[config.mk]
export PLATFORM = sky130hd
export DESIGN_NAME = half_float_multiplier
export DESIGN_NICKNAME = d
export VERILOG_FILES = /design/src/rtl/hfm_pkg.sv /design/src/rtl/hfm_round.sv /design/src/rtl/half_float_multiplier.sv
export VERILOG_INCLUDE_DIRS = /design/src /design/src/rtl
export SDC_FILE = /design/constraint.sdc
export NUM_CORES = 1
export LEC_CHECK = 0
export ABC_AREA = 1
export BUFFER_PORTS_ARGS = -buffer_cell sky130_fd_sc_hd__buf_2
export CELL_PAD_IN_SITES_DETAIL_PLACEMENT = 1
export CELL_PAD_IN_SITES_GLOBAL_PLACEMENT = 2
export CORE_ASPECT_RATIO = 1.4
export CORE_MARGIN = 1.5
export CORE_UTILIZATION = 37
export CTS_CLUSTER_SIZE = 12
export DETAILED_ROUTE_END_ITERATION = 7
export PLACE_DENSITY = 0.91
export RECOVER_POWER = 25
export SETUP_SLACK_MARGIN = 0.2
export SKIP_CTS_REPAIR_TIMING = 1
export SYNTH_ARGS = -nofsm -noshare
export SYNTH_HDL_FRONTEND = slang
export SYNTH_SLANG_ARGS = --single-unit
[constraint.sdc]
create_clock -name i_clk -period 6.4 [get_ports i_clk]
set_clock_uncertainty 0.15 [all_clocks]
set_input_delay 1.28 -clock i_clk [delete_from_list [all_inputs] [get_ports i_clk]]
set_output_delay 1.28 -clock i_clk [all_outputs]
set_load 0.02 [all_outputs]
[src/rtl/half_float_multiplier_macros.svh]
// Assertion macros for the multiplier files.
`ifndef HALF_FLOAT_MULTIPLIER_MACROS_SVH
`define HALF_FLOAT_MULTIPLIER_MACROS_SVH

// Implication checked at every rising clock edge outside reset.
`define HFM_ASSERT_IMP(label, clk, rst_n, ante, cons, msg) \
    label: assert property (@(posedge clk) disable iff (!rst_n) (ante) |-> (cons)) \
        else $error(msg);

// Implication whose consequent is checked in the cycle after the antecedent.
`define HFM_ASSERT_NEXT(label, clk, rst_n, ante, cons, msg) \
    label: assert property (@(posedge clk) disable iff (!rst_n) (ante) |=> (cons)) \
        else $error(msg);

`endif

[src/rtl/hfm_pkg.sv]
package hfm_pkg;

    localparam int unsigned HalfWidth = 16;
    localparam int unsigned ExpWidth  = 5;
    localparam int unsigned FracWidth = 10;
    localparam int unsigned SigWidth  = 11;
    localparam int unsigned ProdWidth = 22;
    // Exponent with sign and headroom for rebiasing.
    localparam int unsigned EWidth    = 8;

    localparam logic [HalfWidth-1:0] HpNan  = 16'hFFFF;
    localparam logic [HalfWidth-1:0] HpInf  = 16'h7C00;
    localparam logic [ExpWidth-1:0]  ExpMax = 5'd31;
    localparam logic [EWidth-1:0]    Bias   = 8'd15;

    localparam int unsigned DefaultStages = 4;

    // Special-case classification carried down the pipeline.
    typedef enum logic [1:0] {
        SP_NONE,
        SP_NAN,
        SP_INF,
        SP_ZERO
    } t_special;

endpackage

[src/rtl/hfm_round.sv]
// Normalises and rounds the raw significand product and packs the result.
module hfm_round (
    input  logic                                i_clk,
    input  logic                                i_rst_n,
    input  logic                                i_valid,
    input  logic                                i_sign,
    input  hfm_pkg::t_special                   i_special,
    input  logic signed [hfm_pkg::EWidth-1:0]   i_exp,
    input  logic [hfm_pkg::ProdWidth-1:0]       i_prod,
    output logic                                o_valid,
    output logic [hfm_pkg::HalfWidth-1:0]       o_product
);

    logic                                 r_valid;
    logic                                 r_sign;
    hfm_pkg::t_special                    r_special;
    logic signed [hfm_pkg::EWidth-1:0]    r_exp;
    logic [hfm_pkg::SigWidth:0]           r_q;
    logic                                 r_inc;
    logic                                 n_inc;
    logic [hfm_pkg::SigWidth:0]           n_q;
    logic signed [hfm_pkg::EWidth-1:0]    n_exp;
    logic [hfm_pkg::SigWidth:0]           q_rnd;
    logic [hfm_pkg::FracWidth-1:0]        frac_out;
    logic signed [hfm_pkg::EWidth-1:0]    exp_out;
    logic                                 r_out_valid;
    logic [hfm_pkg::HalfWidth-1:0]        r_product;
    logic [hfm_pkg::HalfWidth-1:0]        n_product;

    // Normalise by one place and decide the round increment.
    always_comb begin
        logic [10:0] rem;
        logic        half_hit;
        logic        above;
        if (i_prod[hfm_pkg::ProdWidth-1]) begin
            n_q   = {1'b0, i_prod[21:11]};
            n_exp = i_exp + 8'sd1;
            rem   = i_prod[10:0];
        end else begin
            n_q   = {1'b0, i_prod[20:10]};
            n_exp = i_exp;
            rem   = {1'b0, i_prod[9:0]};
        end
        if (i_prod[hfm_pkg::ProdWidth-1]) begin
            half_hit = (rem == 11'h400);
            above    = (rem > 11'h400);
        end else begin
            half_hit = (rem == 11'h200);
            above    = (rem > 11'h200);
        end
        n_inc = above || (half_hit && n_q[0]);
    end

    always_ff @(posedge i_clk) begin
        if (!i_rst_n) begin
            r_valid <= 1'b0;
        end else begin
            r_valid <= i_valid;
        end
        r_sign    <= i_sign;
        r_special <= i_special;
        r_exp     <= n_exp;
        r_q       <= n_q;
        r_inc     <= n_inc;
    end

    // Apply the increment, renormalise on carry and pack.
    always_comb begin
        q_rnd    = r_q + {{hfm_pkg::SigWidth{1'b0}}, r_inc};
        frac_out = q_rnd[hfm_pkg::SigWidth] ? q_rnd[10:1] : q_rnd[9:0];
        exp_out  = q_rnd[hfm_pkg::SigWidth] ? r_exp + 8'sd1 : r_exp;
        case (r_special)
            hfm_pkg::SP_NAN:  n_product = hfm_pkg::HpNan;
            hfm_pkg::SP_INF:  n_product = {r_sign, hfm_pkg::HpInf[14:0]};
            hfm_pkg::SP_ZERO: n_product = {r_sign, 15'd0};
            default: begin
                if (exp_out >= 8'sd31) begin
                    n_product = {r_sign, hfm_pkg::HpInf[14:0]};
                end else if (exp_out <= 8'sd0) begin
                    n_product = {r_sign, 15'd0};
                end else begin
                    n_product = {r_sign, exp_out[4:0], frac_out};
                end
            end
        endcase
    end

    always_ff @(posedge i_clk) begin
        if (!i_rst_n) begin
            r_out_valid <= 1'b0;
        end else begin
            r_out_valid <= r_valid;
        end
        r_product <= n_product;
    end

    assign o_valid   = r_out_valid;
    assign o_product = r_product;

endmodule

[src/rtl/half_float_multiplier.sv]
// Half-precision multiplier, round to nearest even, subnormals flushed to
// zero, every NaN given as 0xFFFF. A new operand pair is taken every cycle
// (busy stays low) and its product appears on o_product with o_done high
// for one cycle. The result passes four register stages in order: decode,
// significand multiply, round decision, pack. The receiver cannot hold
// results off, so it must take o_product whenever o_done is high.
`include "half_float_multiplier_macros.svh"

module half_float_multiplier (
    input  logic                          i_clk,
    input  logic                          i_rst_n,
    input  logic                          start,
    output logic                          busy,
    input  logic [hfm_pkg::HalfWidth-1:0] i_operand_a,
    input  logic [hfm_pkg::HalfWidth-1:0] i_operand_b,
    output logic                          o_done,
    output logic [hfm_pkg::HalfWidth-1:0] o_product
);

    logic                                a_nan, b_nan, a_inf, b_inf, a_zero, b_zero;
    hfm_pkg::t_special                   n_special;
    logic                                r_valid1, r_valid2;
    logic                                r_sign1, r_sign2;
    hfm_pkg::t_special                   r_special1, r_special2;
    logic signed [hfm_pkg::EWidth-1:0]   r_exp1, r_exp2;
    logic [hfm_pkg::SigWidth-1:0]        r_sig_a, r_sig_b;
    logic [hfm_pkg::ProdWidth-1:0]       r_prod;

    assign busy = 1'b0;

    // Classify the operands.
    always_comb begin
        a_nan  = (i_operand_a[14:10] == hfm_pkg::ExpMax) && (i_operand_a[9:0] != 10'd0);
        b_nan  = (i_operand_b[14:10] == hfm_pkg::ExpMax) && (i_operand_b[9:0] != 10'd0);
        a_inf  = (i_operand_a[14:10] == hfm_pkg::ExpMax) && (i_operand_a[9:0] == 10'd0);
        b_inf  = (i_operand_b[14:10] == hfm_pkg::ExpMax) && (i_operand_b[9:0] == 10'd0);
        a_zero = (i_operand_a[14:10] == 5'd0);
        b_zero = (i_operand_b[14:10] == 5'd0);
        if (a_nan || b_nan || (a_inf && b_zero) || (b_inf && a_zero)) begin
            n_special = hfm_pkg::SP_NAN;
        end else if (a_inf || b_inf) begin
            n_special = hfm_pkg::SP_INF;
        end else if (a_zero || b_zero) begin
            n_special = hfm_pkg::SP_ZERO;
        end else begin
            n_special = hfm_pkg::SP_NONE;
        end
    end

    // Stage one: register decoded operands and the rebiased exponent.
    always_ff @(posedge i_clk) begin
        if (!i_rst_n) begin
            r_valid1 <= 1'b0;
        end else begin
            r_valid1 <= start && !busy;
        end
        r_sign1    <= i_operand_a[15] ^ i_operand_b[15];
        r_special1 <= n_special;
        r_exp1     <= $signed({3'd0, i_operand_a[14:10]}) + $signed({3'd0, i_operand_b[14:10]})
                      - $signed(hfm_pkg::Bias);
        r_sig_a    <= {1'b1, i_operand_a[9:0]};
        r_sig_b    <= {1'b1, i_operand_b[9:0]};
    end

    // Stage two: the significand multiply.
    always_ff @(posedge i_clk) begin
        if (!i_rst_n) begin
            r_valid2 <= 1'b0;
        end else begin
            r_valid2 <= r_valid1;
        end
        r_sign2    <= r_sign1;
        r_special2 <= r_special1;
        r_exp2     <= r_exp1;
        r_prod     <= r_sig_a * r_sig_b;
    end

    hfm_round u_round (
        .i_clk     (i_clk),
        .i_rst_n   (i_rst_n),
        .i_valid   (r_valid2),
        .i_sign    (r_sign2),
        .i_special (r_special2),
        .i_exp     (r_exp2),
        .i_prod    (r_prod),
        .o_valid   (o_done),
        .o_product (o_product)
    );

    // A normal product always has its top or next bit set.
    `HFM_ASSERT_IMP(a_prod_norm, i_clk, i_rst_n,
        r_valid2 && r_special2 == hfm_pkg::SP_NONE, r_prod[21] || r_prod[20], "product not normal")
    // Items pass from stage one to stage two without loss.
    `HFM_ASSERT_NEXT(a_valid_flow, i_clk, i_rst_n, r_valid1, r_valid2, "item lost in pipeline")
    // A NaN on operand A with start high is flagged as NaN in stage one.
    `HFM_ASSERT_NEXT(a_nan_pass, i_clk, i_rst_n,
        start && ((i_operand_a[14:10] == 5'd31 && i_operand_a[9:0] != 10'd0)),
        r_special1 == hfm_pkg::SP_NAN, "NaN operand not flagged")

endmodule
Yosys cells after proc, flatten, opt, wreduce, memory -nomap -nowiden

Cells that the tools add are included.

Output and inout port bits: 18
Input port bits: 35
Bits in registers: 106
Logic and storage cells: 69

Multipliers: 1
Bitwise logic cells: 1
Order comparisons: 4
Add/sub/neg operators: 5
Equal/unequal tests: 7
Mux-type cells: 12
Reductions and logical operators: 19

Operators by type and width:

| operator             | number |
|---|---|
| $pmux 16 s3          | 1 |
| $mux 15              | 2 |
| $mul 11x11->22       | 1 |
| $logic_not 10->1     | 2 |
| $mux 10              | 2 |
| $reduce_bool 10->1   | 2 |
| $mux 8               | 2 |
| $add 12x1->12        | 1 |
| $eq 11x10->1 const B | 1 |
| $eq 11x11->1 const B | 1 |
| $gt 11x10->1 const B | 1 |
| $gt 11x11->1 const B | 1 |
| $mux 11              | 1 |
| $eq 5x5->1 const B   | 2 |
| $logic_not 5->1      | 2 |
| $add 7x2->8 const B  | 1 |
| $add 8x2->8 const B  | 1 |
| $ge 8x6->1 const B   | 1 |
| $le 8x1->1 const B   | 1 |
| $logic_and 1x1->1    | 7 |
| $sub 6x4->7 const B  | 1 |
| $add 5x5->6          | 1 |
| $logic_or 1x1->1     | 6 |
| $eq 2x2->1 const B   | 2 |
| other kinds (4)      | 6 |

Logic depth before layout (Yosys ltp)

Word-level depth: 6
Mapped depth: 22
Gate-level depth less buffers: 21

By module

Synthesis repeated with hierarchy kept, for this count alone.

Cells, all modules: 1013
Area, all modules: 7937.6 µm²

Modules (own cells, without submodules):

| module                | times used | cells each | sequential area each (µm²) | area an instance (µm²) |
|---|---|---|---|---|
| half_float_multiplier | 1          | 724        | 1281.2                     | 5868.1 |
| hfm_round             | 1          | 289        | 820.8                      | 2069.5 |

Worst setup path after synthesis

No wires, ideal clock.

Path kind: reg2reg
From: register r_sig_a[6] in the netlist's numbering
To: register r_prod[15] in the netlist's numbering
Setup slack: 1553 ps
Required time: 6130 ps
Data arrival time: 4577 ps
Clock period less this slack: 4847 ps
Setup time: 120 ps
Cell stages (with the launch flop): 20
Path buffers: 1
Cell sequence: dfxtp_1 clkbuf_1 nand2_1 fa_1 inv_1 fa_1 inv_1 fa_1 inv_1 fa_1 inv_1 fa_1 inv_1 ha_1 nand2_1 o21ai_0 a21oi_1 o21ai_0 a21boi_0 xnor2_1

Longest elaborated chain between the ends: 1

RTL lines:

| item                   | line                        | RTL |
|---|---|---|
| from (decl)            | half_float_multiplier.sv:26 | `logic [hfm_pkg::SigWidth-1:0] r_sig_a, r_sig_b;` |
| from (signal assigned) | half_float_multiplier.sv:61 | `r_sig_a <= {1'b1, i_operand_a[9:0]};` |
| $mul 11x11->22         | half_float_multiplier.sv:75 | `r_prod <= r_sig_a * r_sig_b;` |
| to (signal assigned)   | half_float_multiplier.sv:75 |  |
| to (decl)              | half_float_multiplier.sv:27 | `logic [hfm_pkg::ProdWidth-1:0] r_prod;` |

Every way passes these cells.
A chain may end at the register's enable or synchronous reset.

Worst setup path in the final report

Ends and elaborated chain as after synthesis.

==> reports/metrics.cfg <==
[sta]
finalSetupViolations=0
tns_ps=0
slew_headroom_pct=54.4
fin_crit_sh_pct=83.6
fmax_mhz=187
min_period_ps=5350
tightest_slew_ps=679
holdWs_ps=181
rsz0062_at_grt=no
finalHoldViolCount=0
slew_viol_final=0

[clock_network]
clk_path_buf_depth=2
clkTransAtPathRegs_ps=80
cts_buffers=9
cts_root_buf=clkbuf_16
cts_num_sinks=105
cts_tree=built
cts_max_level=3
clk_latency_ps=360

[logic_synthesis]
synth.cell_area_um2=7860
synth-seq-area-share_pct=26.7
syn-num-nets=1155
synth_top_area_share_pct=26.7
synth_area_leaders=dfxtp_1 (27%), fa_1 (21%), ha_1 (12%)
synth_cell_types=43
ys_ff_latch=105
synth_area_leader_cell=dfxtp_1
synth_area_per_cell_um2=8.15
syn_inst=965
ys_warn_count=0

[floorplanning]
rows=62
io_pins=53
core_um2=20700
start_util_pct=38.0
die_h_um=175
dieArea_um2=22100
die_x_um=126

[placed_design]
gp_congestion=0.845
dp_hpwl_mm=14.6
io_buffers=51

[setup_path]
critPathLaunch=r_sig_a[6]
startpoint_type=flip-flop
reg2reg_from=r_sig_a[6]
crit_path_end=r_prod[15]
worstPathArrival_ps=5490
reg2reg_depth=16
regToRegSetupSlack_ps=1050
slowest_delay_ps=670
r2r_end=r_prod[15]
required_ps=6540
crit_chain=nand2_1 > fa_1 > inv_1 > fa_1 > fa_1 > fa_1 > inv_1 > fa_1 > inv_1 > ha_1 > a21oi_1 > o21ai_0 > a21oi_1 > o21ai_0 > a21boi_0 > xnor2_1
path_class=reg -> reg
critPathSlowestCell=dfxtp_1
worstSetupEndpointType=flip-flop
critPathMostFrequentCell=fa_1
crit_path_max_fanout=11

[run_status]
status=finished clean

[layout]
fin_nets=1191
diodes=0
fillers=2533
seq_area_um2=2100
multi_input_area_um2=4790
drive_gt1_share_pct=9.15
area_delta_synth_final_pct=9.66

[global_routing]
track_usage_pct=17.1
antenna_found_initial=0
grt_max_degree=20
grt_pass1_vias=6655
overflow=0
grt_pass1_wl_mm=30.4

[route]
firstDrtPassIters=4
drc_errors=0
vias_per_cell=4.71
wire_per_inst_um=13.6
drt_wl_total_mm=17.2
drt_iter0_markers=124
ant_nets=0
dr_total_vias=5946

[power_and_ir_drop]
power_density_nw_per_um2=435
ir_drop_mv=0.215
power.leakage_uw=0.00485

[hold_path]
hold_class=reg -> reg

[run]
drv_cap=0

==> placed cells by master (no fill, tap or decap), types with 2 or more instances in the layout <==
master	n
nor2_4	5
o21ai_0	21
nor2_1	38
ha_1	74
o21ai_1	7
a21oi_1	22
inv_1	224
nand4_1	6
and2_1	3
inv_6	2
clkinv_4	2
nand3_1	35
inv_8	2
nand2_1	224
xnor2_1	7
dfxtp_1	105
nand2_4	5
nor3_1	11
a21o_1	5
fa_1	81
nor2_2	2
xor2_1	29
nand3b_1	4
o21a_1	2
nor4_1	3
nand2_2	8
clkbuf_1	2
clkbuf_16	9
buf_2	49
==> per-stage QoR <==
step	util (%)	instances	instance area, um^2	total power (uW)	setup WS (ps)
floorplan	-	965	7860	2680	1550
global placement	40.2	1246	8330	3170	1040
detailed placement	40.2	1246	8330	3220	1030
CTS	41.6	1262	8620	3810	1010
global route	41.6	1262	8620	4210	717
finish	41.6	1262	8620	3750	1050
==> layout make-up <==
class,instances,share of cell area [%]
clock buffers,10,2.77
clock inverters,6,0.653
inverters,226,9.93
multi-input cells,608,55.6
flip-flops and latches,105,24.4
well taps,256,3.72
repair buffers,51,2.93
==> flip-flops by register name, indices dropped and copies added (netlist names), 2 cells and up <==
name / count
u_round.o_product: 16
r_exp2: 7
u_round.r_special: 2
r_special1: 2
r_sig_a: 10
r_sig_b: 10
u_round.r_q: 11
r_exp1: 7
r_prod: 22
u_round.r_exp: 8
r_special2: 2
==> critical path, delay by kind of cell, from the launching register on <==
family,cells,cell delay (ps)
AO/OA/AOI/OAI,5,1050
flip-flops,1,670
AND/OR/NAND/NOR,1,160
XOR/XNOR,1,140
adder cells (fa/ha/maj),6,2970
buffers and inverters,3,140
==> cell families after synthesis <==
family                     after synthesis  share of synthesized area [%]
other                                    1                         0.0477
buffers and inverters                  252                           12.3
adders and majority gates              155                           32.4
AOI/OAI and AO/OA                       68                           5.00
DFF                                    105                           26.7
and+or+nand+nor                        348                           19.5
xor gates and xnor gates                36                           4.01
==> power breakdown <==
| part | switching [uW] | total, uW | internal (uW) |
|---|---|---|---|
| combinational | 1340 | 2190 | 851 |
| sequential | 132 | 1010 | 873 |
| clock | 269 | 553 | 284 |
==> layer usage <==
metal | track usage, % | vias up | share of wire (%)
met2 | 35.2 | 80 | 57
met3 | 2.35 | 18 | 2.1
met4 | 4.69 | 0 | 1.6
li1 | - | 2950 | -
met1 | 17.7 | 2898 | 39
met5 | 0 | - | 0
==> how the worst min path moves through the flow <==
stage,start,end,depth (start not counted)
6_report,r_exp1[0],r_exp2[0],0
5_1_grt,r_exp1[0],r_exp2[0],0
4_1_cts,r_exp1[0],r_exp2[0],0
3_5_place_dp,r_exp1[0],r_exp2[0],0
3_3_place_gp,r_exp1[3],r_exp2[3],0
2_1_floorplan,r_exp1[0],r_exp2[0],0
==> cell usage after synthesis, drive strengths merged <==
cell type / n
nand2: 237
buf: 3
nand4: 6
a22oi: 1
and2: 3
nor4: 3
nand3: 37
inv: 225
clkinv: 1
or2: 1
nor2: 45
xnor2: 7
clkbuf: 23
nand3b: 4
a21boi: 1
conb: 1
fa: 81
o21ai: 29
xor2: 29
ha: 74
a21o: 6
a21oi: 22
a221oi: 1
dfxtp: 105
o211ai: 1
nor3: 11
a32o: 1
o311a: 1
a31oi: 1
o31ai: 1
nor3b: 1
o21bai: 1
o21a: 2
No activity file was read; power rests on OpenSTA's default activity.
